--- config.mk ---
export PLATFORM = sky130hd
export DESIGN_NAME = parallel_printer_output_timeout
export DESIGN_NICKNAME = d
export VERILOG_FILES = /design/src/design/ppot_pkg.sv /design/src/design/parallel_printer_output_timeout.sv /design/src/design/ppot_cfg.sv /design/src/design/ppot_core.sv
export SDC_FILE = /design/constraint.sdc
export NUM_CORES = 1
export LEC_CHECK = 0
export ABC_AREA = 1
export BUFFER_PORTS_ARGS = -buffer_cell sky130_fd_sc_hd__buf_4
export CAP_MARGIN = 20
export CORE_ASPECT_RATIO = 1.2
export CORE_MARGIN = 4
export CORE_UTILIZATION = 35
export CTS_BUF_LIST = sky130_fd_sc_hd__clkbuf_16
export CTS_CLUSTER_SIZE = 20
export DETAILED_ROUTE_END_ITERATION = 6
export HOLD_SLACK_MARGIN = 0.05
export PLACE_DENSITY = 0.58
export SYNTH_ARGS = -nofsm -noshare
export SYNTH_HDL_FRONTEND = slang
export SYNTH_HIERARCHICAL = 1
export SYNTH_SLANG_ARGS = --single-unit
--- constraint.sdc ---
create_clock -name i_clk -period 3.95 [get_ports i_clk]
set_input_delay 0.79 -clock i_clk [delete_from_list [all_inputs] [get_ports i_clk]]
set_output_delay 0.79 -clock i_clk [all_outputs]
set_load 0.05 [all_outputs]
--- src/design/ppot_pkg.sv ---
`timescale 1ns / 1ps
// ----------------------------------------------------------------------------
// ppot_pkg: shared types and constants for the parallel printer output engine
// Holds the timer width, status codes, register indexes and the structs that
// carry one request, one result and the configuration between modules.
// ----------------------------------------------------------------------------
package ppot_pkg;

    // timer width of the wait and since-timeout counters
    localparam int TIMER_WIDTH = 26;
    localparam int CFG_WIDTH   = 26;
    localparam int PULSE_WIDTH = 8;
    localparam int CMP_WIDTH   = (TIMER_WIDTH > CFG_WIDTH) ? TIMER_WIDTH : CFG_WIDTH;

    // register indexes on the configuration port
    localparam logic [1:0] REG_FAIL_WINDOW = 2'd0;
    localparam logic [1:0] REG_BUSY_LIMIT  = 2'd1;
    localparam logic [1:0] REG_PULSE_TICKS = 2'd2;

    // register reset values
    localparam logic [CFG_WIDTH-1:0]   FAIL_WINDOW_RST = CFG_WIDTH'(5000000);
    localparam logic [CFG_WIDTH-1:0]   BUSY_LIMIT_RST  = CFG_WIDTH'(30000000);
    localparam logic [PULSE_WIDTH-1:0] PULSE_TICKS_RST = PULSE_WIDTH'(1);

    // operation codes
    localparam logic OP_TICK    = 1'b0;
    localparam logic OP_REQUEST = 1'b1;

    // status codes
    localparam logic [2:0] ST_IDLE    = 3'd0;
    localparam logic [2:0] ST_WORK    = 3'd1;
    localparam logic [2:0] ST_SENT    = 3'd2;
    localparam logic [2:0] ST_TIMEOUT = 3'd3;
    localparam logic [2:0] ST_ABORT   = 3'd4;
    localparam logic [2:0] ST_FAST    = 3'd5;
    localparam logic [2:0] ST_IGNORED = 3'd6;

    typedef struct packed {
        logic       operation;
        logic [7:0] char_data;
        logic       busy_line;
        logic       abort_key;
    } t_item;

    typedef struct packed {
        logic [7:0] data_lines;
        logic       strobe_n;
        logic       port_driven;
        logic       printer_ready;
        logic [2:0] status;
    } t_result;

    typedef struct packed {
        logic [CFG_WIDTH-1:0]   fail_window;
        logic [CFG_WIDTH-1:0]   busy_limit;
        logic [PULSE_WIDTH-1:0] pulse_ticks;
    } t_cfg;

endpackage

--- src/design/parallel_printer_output_timeout.sv ---
`timescale 1ns / 1ps
// ----------------------------------------------------------------------------
// parallel_printer_output_timeout: Centronics-style printer output engine
// Takes tick and print requests with the sampled busy line and ctrl-C flag,
// runs the busy wait, data setup and strobe pulse, and reports one result
// per request.
//
//   channel   direction  handshake          payload
//   input     in         i_valid / o_stall  operation, char_data, busy, abort
//   output    out        o_valid / i_stall  data, strobe, driven, ready, status
//   config    in         i_cfg_we           i_cfg_idx, i_cfg_data
//
// One request per clock while the output is not stalled; a result is valid once
// its request has passed the input register and the state update into the output register.
// The state update is a single pass of counter compares, so it sets the rate.
// Reset clears the valid flags, the engine state and loads register defaults.
// A stalled output holds its result; the input stalls only while the output
// register is full and stalled and the input register holds a request.
// ----------------------------------------------------------------------------
module parallel_printer_output_timeout import ppot_pkg::*; (
    input  logic                 i_clk,
    input  logic                 i_rst_n,
    input  logic                 i_valid,
    output logic                 o_stall,
    input  logic                 i_operation,
    input  logic [7:0]           i_char_data,
    input  logic                 i_busy_line,
    input  logic                 i_abort_key,
    output logic                 o_valid,
    input  logic                 i_stall,
    output logic [7:0]           o_data_lines,
    output logic                 o_strobe_n,
    output logic                 o_port_driven,
    output logic                 o_printer_ready,
    output logic [2:0]           o_status,
    input  logic                 i_cfg_we,
    input  logic [1:0]           i_cfg_idx,
    input  logic [CFG_WIDTH-1:0] i_cfg_data
);

    t_cfg    cfg;
    t_item   r_item;
    logic    r_in_valid;
    t_result r_res;
    t_result res;
    logic    r_out_valid;
    logic    out_free;
    logic    fire;
    logic    in_acc;

    // pipeline control
    assign out_free = !r_out_valid || !i_stall;
    assign fire     = r_in_valid && out_free;
    assign o_stall  = r_in_valid && !out_free;
    assign in_acc   = i_valid && !o_stall;

    ppot_cfg u_cfg (
        .i_clk      (i_clk),
        .i_rst_n    (i_rst_n),
        .i_cfg_we   (i_cfg_we),
        .i_cfg_idx  (i_cfg_idx),
        .i_cfg_data (i_cfg_data),
        .o_cfg      (cfg)
    );

    // input register
    always_ff @(posedge i_clk) begin
        if (!i_rst_n) begin
            r_in_valid <= 1'b0;
        end else if (in_acc) begin
            r_in_valid <= 1'b1;
        end else if (fire) begin
            r_in_valid <= 1'b0;
        end
    end

    always_ff @(posedge i_clk) begin
        if (in_acc) begin
            r_item.operation <= i_operation;
            r_item.char_data <= i_char_data;
            r_item.busy_line <= i_busy_line;
            r_item.abort_key <= i_abort_key;
        end
    end

    ppot_core u_core (
        .i_clk   (i_clk),
        .i_rst_n (i_rst_n),
        .i_fire  (fire),
        .i_item  (r_item),
        .i_cfg   (cfg),
        .o_res   (res)
    );

    // output register
    always_ff @(posedge i_clk) begin
        if (!i_rst_n) begin
            r_out_valid <= 1'b0;
        end else if (out_free) begin
            r_out_valid <= fire;
        end
    end

    always_ff @(posedge i_clk) begin
        if (fire) begin
            r_res <= res;
        end
    end

    assign o_valid         = r_out_valid;
    assign o_data_lines    = r_res.data_lines;
    assign o_strobe_n      = r_res.strobe_n;
    assign o_port_driven   = r_res.port_driven;
    assign o_printer_ready = r_res.printer_ready;
    assign o_status        = r_res.status;

endmodule

--- src/design/ppot_cfg.sv ---
`timescale 1ns / 1ps
// ----------------------------------------------------------------------------
// ppot_cfg: configuration registers
// Three write-only registers loaded from a plain write port; writes to an
// index beyond the list are dropped.
// ----------------------------------------------------------------------------
module ppot_cfg import ppot_pkg::*; (
    input  logic                 i_clk,
    input  logic                 i_rst_n,
    input  logic                 i_cfg_we,
    input  logic [1:0]           i_cfg_idx,
    input  logic [CFG_WIDTH-1:0] i_cfg_data,
    output t_cfg                 o_cfg
);

    t_cfg r_cfg;

    // register file write
    always_ff @(posedge i_clk) begin
        if (!i_rst_n) begin
            r_cfg.fail_window <= FAIL_WINDOW_RST;
            r_cfg.busy_limit  <= BUSY_LIMIT_RST;
            r_cfg.pulse_ticks <= PULSE_TICKS_RST;
        end else if (i_cfg_we) begin
            unique case (i_cfg_idx)
                REG_FAIL_WINDOW: r_cfg.fail_window <= i_cfg_data;
                REG_BUSY_LIMIT:  r_cfg.busy_limit  <= i_cfg_data;
                REG_PULSE_TICKS: r_cfg.pulse_ticks <= i_cfg_data[PULSE_WIDTH-1:0];
                default: ;
            endcase
        end
    end

    assign o_cfg = r_cfg;

endmodule

--- src/design/ppot_core.sv ---
`timescale 1ns / 1ps
// ----------------------------------------------------------------------------
// ppot_core: printer handshake state and per-request update
// Holds phase, counters, timeout mark and the port lines; for each request
// presented with i_fire it computes the result and commits the new state.
// ----------------------------------------------------------------------------
module ppot_core import ppot_pkg::*; (
    input  logic    i_clk,
    input  logic    i_rst_n,
    input  logic    i_fire,
    input  t_item   i_item,
    input  t_cfg    i_cfg,
    output t_result o_res
);

    localparam logic [1:0] PH_IDLE   = 2'd0;
    localparam logic [1:0] PH_WAIT   = 2'd1;
    localparam logic [1:0] PH_SETUP  = 2'd2;
    localparam logic [1:0] PH_STROBE = 2'd3;

    localparam logic [TIMER_WIDTH-1:0] TMAX = {TIMER_WIDTH{1'b1}};

    logic [1:0]             r_phase,   n_phase;
    logic [TIMER_WIDTH-1:0] r_wait,    n_wait;
    logic [TIMER_WIDTH-1:0] r_since,   n_since;
    logic                   r_had_to,  n_had_to;
    logic [7:0]             r_data,    n_data;
    logic                   r_strobe,  n_strobe;
    logic                   r_out_en,  n_out_en;
    logic [2:0]             status;

    logic [TIMER_WIDTH-1:0] wait_inc;
    logic [TIMER_WIDTH-1:0] since_inc;
    logic [CMP_WIDTH-1:0]   wait_inc_x;
    logic [CMP_WIDTH-1:0]   since_x;
    logic [CMP_WIDTH-1:0]   short_x;
    logic [CMP_WIDTH-1:0]   long_x;
    logic [PULSE_WIDTH-1:0] width;
    logic                   short_hit;
    logic                   long_hit;
    logic                   width_hit;
    logic                   long_zero;

    // saturating increments and compares against the registers
    always_comb begin
        wait_inc   = (r_wait  != TMAX) ? r_wait  + 1'b1 : r_wait;
        since_inc  = (r_since != TMAX) ? r_since + 1'b1 : r_since;
        wait_inc_x = CMP_WIDTH'(wait_inc);
        since_x    = CMP_WIDTH'(r_since);
        short_x    = CMP_WIDTH'(i_cfg.fail_window);
        long_x     = CMP_WIDTH'(i_cfg.busy_limit);
        width      = (i_cfg.pulse_ticks == '0) ? PULSE_WIDTH'(1) : i_cfg.pulse_ticks;
        short_hit  = r_had_to && (since_x < short_x);
        long_hit   = wait_inc_x >= long_x;
        long_zero  = i_cfg.busy_limit == '0;
        width_hit  = wait_inc >= TIMER_WIDTH'(width);
    end

    // next state for one request
    always_comb begin
        n_phase  = r_phase;
        n_wait   = r_wait;
        n_since  = r_since;
        n_had_to = r_had_to;
        n_data   = r_data;
        n_strobe = r_strobe;
        n_out_en = r_out_en;
        status   = ST_IDLE;

        if (i_item.operation == OP_REQUEST) begin
            if (r_phase != PH_IDLE) begin
                status = ST_IGNORED;
            end else if (short_hit || long_zero) begin
                // fast fail or zero long timeout: mark and stay idle
                n_had_to = 1'b1;
                n_since  = '0;
                n_wait   = '0;
                status   = short_hit ? ST_FAST : ST_TIMEOUT;
            end else begin
                n_data = i_item.char_data;
                n_wait = '0;
                if (!i_item.busy_line) begin
                    n_out_en = 1'b1;
                    n_strobe = 1'b1;
                    n_phase  = PH_SETUP;
                    status   = ST_WORK;
                end else if (i_item.abort_key) begin
                    n_had_to = 1'b1;
                    n_since  = '0;
                    status   = ST_ABORT;
                end else begin
                    n_phase = PH_WAIT;
                    status  = ST_WORK;
                end
            end
        end else begin
            n_since = since_inc;
            unique case (r_phase)
                PH_WAIT: begin
                    n_wait = wait_inc;
                    status = ST_WORK;
                    if (long_hit || (i_item.busy_line && i_item.abort_key)) begin
                        n_had_to = 1'b1;
                        n_since  = '0;
                        n_phase  = PH_IDLE;
                        n_wait   = '0;
                        status   = long_hit ? ST_TIMEOUT : ST_ABORT;
                    end else if (!i_item.busy_line) begin
                        n_out_en = 1'b1;
                        n_strobe = 1'b1;
                        n_phase  = PH_SETUP;
                        n_wait   = '0;
                    end
                end
                PH_SETUP: begin
                    n_wait = wait_inc;
                    status = ST_WORK;
                    if (width_hit) begin
                        n_strobe = 1'b0;
                        n_phase  = PH_STROBE;
                        n_wait   = '0;
                    end
                end
                PH_STROBE: begin
                    n_wait = wait_inc;
                    status = ST_WORK;
                    if (width_hit) begin
                        n_strobe = 1'b1;
                        n_phase  = PH_IDLE;
                        n_wait   = '0;
                        status   = ST_SENT;
                    end
                end
                default: begin
                    status = ST_IDLE;
                end
            endcase
        end
    end

    // state commit
    always_ff @(posedge i_clk) begin
        if (!i_rst_n) begin
            r_phase  <= PH_IDLE;
            r_wait   <= '0;
            r_since  <= '0;
            r_had_to <= 1'b0;
            r_data   <= '0;
            r_strobe <= 1'b1;
            r_out_en <= 1'b0;
        end else if (i_fire) begin
            r_phase  <= n_phase;
            r_wait   <= n_wait;
            r_since  <= n_since;
            r_had_to <= n_had_to;
            r_data   <= n_data;
            r_strobe <= n_strobe;
            r_out_en <= n_out_en;
        end
    end

    // result as seen after this request
    always_comb begin
        o_res.data_lines    = n_out_en ? n_data : 8'h00;
        o_res.strobe_n      = n_strobe;
        o_res.port_driven   = n_out_en;
        o_res.printer_ready = !i_item.busy_line;
        o_res.status        = status;
    end

endmodule

==> summary.txt <==
Timing
  • Fmax: 0.277 GHz
  • Max-slew violations: 0
  • Worst Tran Pin Value: 851 ps
  • Slew headroom: 43.2%
  • Final Skew: 11.3 ps
  • # setup viols final: 0
  • Min cycle time layout: 3610 ps
  • Fin. Hold Viols: 0
  • RSZ-0062 raised after global routing: no
  • Tcrit/Tclk final: 91.5%
  • TNS Setup: 0 ps

Min path
  • Worst hold path class: reg2reg
  • Hold-critical path depth: 2

Setup path
  • Critical-path cell list: nand2_2 -> nor2_1 -> nand2_1 -> inv_1 -> nand2_1 -> xor2_1 -> inv_1 -> nor2_1 -> inv_1 -> ha_1 -> a21oi_1 -> nor2_1 -> a211oi_1 -> nand3_2 -> nor2_8 -> nand3_2 -> nand3_2 -> nand2_4 -> buf_12 -> nor3b_1
  • WP data required: 4290 ps
  • CP Class: reg2reg
  • Crit path largest cell delay: 430 ps
  • Max stage delay cell, worst path: dfxtp_1
  • Worst reg2reg path depth: 20
  • CP endpoint kind: flip-flop
  • Startpoint types: flip-flop
  • WP data arrival: 3960 ps
  • Setup slack, reg-to-reg: 340 ps
  • Crit-path max FO: 14

Placement
  • I/O Buffers: 59
  • Detail Placement HPWL: 18300 um
  • Global placement routability congestion: 0.875

Layout
  • Layout cells sized above 1: 11.1%
  • Inserted Diodes: 0
  • Util after Layout: 41.1%
  • Fillcell total: 2739
  • Final nets: 1491
  • Synth-to-Final Area Change: 14.5%

Power
  • Clock power share: 43.5%
  • Pwr Density: 351 nW/um^2
  • Reg power frac: 45.0%
  • P_sw: 1.10 mW
  • VDD IR max: 0.295 mV
  • Total power: 3.72 mW
  • Gate power share: 11.5%
  • Sw Share: 29.5%
  • Pleak: 5.03 nW
  • Int Pwr: 2.62 mW

Clocking
  • Clock transition at path regs: 70 ps
  • CTS tree: done
  • # H-tree levels: 4
  • Root Driver: clkbuf_16
  • CTS Buf Count: 17
  • Max Root-Sink Buffers: 2
  • CTS sink count: 152
  • Clock Latency Late Sink: 430 ps

Logic synthesis
  • Yosys warning count: 6
  • Mapped Area: 9260 um^2
  • Register area share after synthesis: 35.6%
  • Post-Synthesis Net Count: 1437
  • Yosys reg bits: 152
  • Async set-reset flop share out of synthesis: 0%
  • Largest area contributor in the netlist: dfxtp_1
  • Most common flop cell mapped by yosys: dfxtp_1
  • Post-synth top area share: 27.4%
  • Synth cell types: 52
  • Top cells by area, synth: dfxtp_1 27%, nand2_1 13%, inv_1 8.7%, ha_1 8.2%, edfxtp_1 8.1%
  • Syn Inst Count: 1332
  • Avg Cell Area, Syn: 6.95 um^2
  • Number of synthesized flops with an enable pin: 25

Routing
  • Routed WL: 24700 um
  • Drt first pass iters: 4
  • Vias per Instance: 4.87
  • Final ANT Viol Nets: 0
  • Initial DRC Count: 634
  • Vias: 8424
  • Wirelength per Cell: 14.3 um
  • Remaining routing DRC violations: 0

Global route
  • Overall Global Routing Usage: 16.9%
  • Largest net degree at the start of global routing: 65
  • First-pass GRT wire length: 39500 um
  • Gr ovfl total: 0
  • Initial antenna violation count: 0
  • Vias in the first global route: 7764

Floorplanning
  • Die height: 186 um
  • Row count: 64
  • Initial Util: 35.9%
  • Full die area: 29100 um^2
  • Die Width: 157 um
  • Core Footprint: 25800 um^2
  • Ports: 60

Flow run
  • Number of max-cap violations: 0

Outcome
  • Status: completed
==> worst max-delay path: cells and delay by family (launching register included) <==
family / cells / cell delay [ps]
AND/OR/NAND/NOR: 12 / 1710
XOR/XNOR: 1 / 160
adder cells (fa/ha/maj): 1 / 300
AO/OA/AOI/OAI: 2 / 390
flip-flops: 1 / 430
buffers and inverters: 4 / 520
==> layout make-up <==
cell class                 instances  area (um^2)  area share, %
inverter                         217          815           7.68
clock buffer                      17          425           4.01
tap                              330          413           3.89
timing repair buffer              78          598           5.64
multi-input combinational        920         4910           46.2
sequential                       152         3290           31.0
clock inverter                    15          158           1.49
==> cell families (layout without fill, tap and decap cells) <==
kind of cell	count (synthesis)	after routing	synth area share [%]
multiplexers	1	1	0.108
AND/OR/NAND/NOR	689	690	33.2
buffers and inverters	261	327	11.8
adder cells (fa/ha/maj)	61	61	8.24
flip-flops	152	152	35.6
AO/OA/AOI/OAI	142	142	8.63
XOR/XNOR	26	26	2.46
==> worst paths after layout <==
check                         from                 to
hold reg to reg    u_core/r_had_to    u_core/r_had_to
setup reg to reg  u_core/r_wait[4]  u_core/r_since[2]
setup / recovery  u_core/r_wait[4]  u_core/r_since[2]
hold / removal     u_core/r_had_to    u_core/r_had_to
==> sequential cells by signal, summed over array words and instances, names as in the netlist <==
signal,flops
u_cfg/o_cfg,60
u_core/r_since,26
u_core/r_wait,26
r_item,11
o_data_lines,8
u_core/r_data,8
o_status,3
u_core/r_phase,2
o_port_driven,1
o_printer_ready,1
o_strobe_n,1
o_valid,1
r_in_valid,1
u_core/r_had_to,1
u_core/r_out_en,1
u_core/r_strobe,1
==> power groups by stage <==
stage,Sequential (mW),Clock [mW],Combinational [mW]
floorplan,1.72,0,0.280
global placement,1.71,0,0.418
detailed placement,1.71,0,0.422
CTS,1.67,1.66,0.424
global route,1.68,1.72,0.484
finish,1.67,1.62,0.428
==> cells in the final DEF, fill, tap and decap left out, types with 3 or more instances in the layout <==
cell,instances
nor3b_2,4
inv_8,4
nand2_4,4
o21bai_1,4
nand3_1,111
dfxtp_1,126
a21oi_1,94
clkbuf_16,17
buf_4,77
nand3_2,7
clkinv_8,3
a211oi_1,3
nor2_4,5
inv_6,4
inv_1,214
ha_1,60
a21o_1,3
nor2_1,175
nand2_1,309
xnor2_1,7
edfxtp_1,25
nor3_1,22
nand4_1,28
o21ai_0,21
xor2_1,18
nand2_2,7
nor4_1,6
==> layer usage <==
layer	vias to the layer above	global-route usage, %	wire length [um]
met1	3849	22.0	11300
met5	-	0	0
met2	172	28.9	12000
li1	4362	-	-
met3	41	2.80	922
met4	0	4.90	519
==> what timing repair did <==
action | 4_1_cts | 5_1_grt
buffers inserted | 0 | 3
setup endpoints to repair | 0 | 67
hold buffers | 0 | 0
gates resized for setup | 0 | 7
==> synthesized netlist by cell type (2+ instances only) <==
cell type / number
a21oi_1: 94
o21bai_1: 4
nor2_1: 175
or2_2: 2
xor2_1: 19
nand3_1: 111
buf_4: 6
xnor2_1: 7
buf_6: 8
nor3b_1: 2
nor2_4: 5
ha_1: 61
clkbuf_1: 17
nand2_2: 8
o21ai_0: 21
dfxtp_1: 127
nand4_2: 2
nor3_1: 22
nor3b_2: 4
o21a_1: 2
nand2_1: 309
edfxtp_1: 25
a21o_1: 3
inv_1: 215
a211oi_1: 3
a21boi_0: 2
nand4_1: 28
nor4_1: 6
buf_2: 10
nand3_2: 7
nor3_2: 2
o221ai_1: 2
nand2_4: 3
o41ai_1: 2
==> per-stage QoR <==
step	setup slack, ps	cell area, um^2	std cells	hold slack, ps
global route	0.266	10600	1729	476
global placement	231	9970	1693	442
detailed placement	82.4	9970	1693	446
finish	337	10600	1729	457
floorplan	747	9260	1332	429
CTS	64.3	10600	1725	463
No activity file was read; power rests on OpenSTA's default activity.
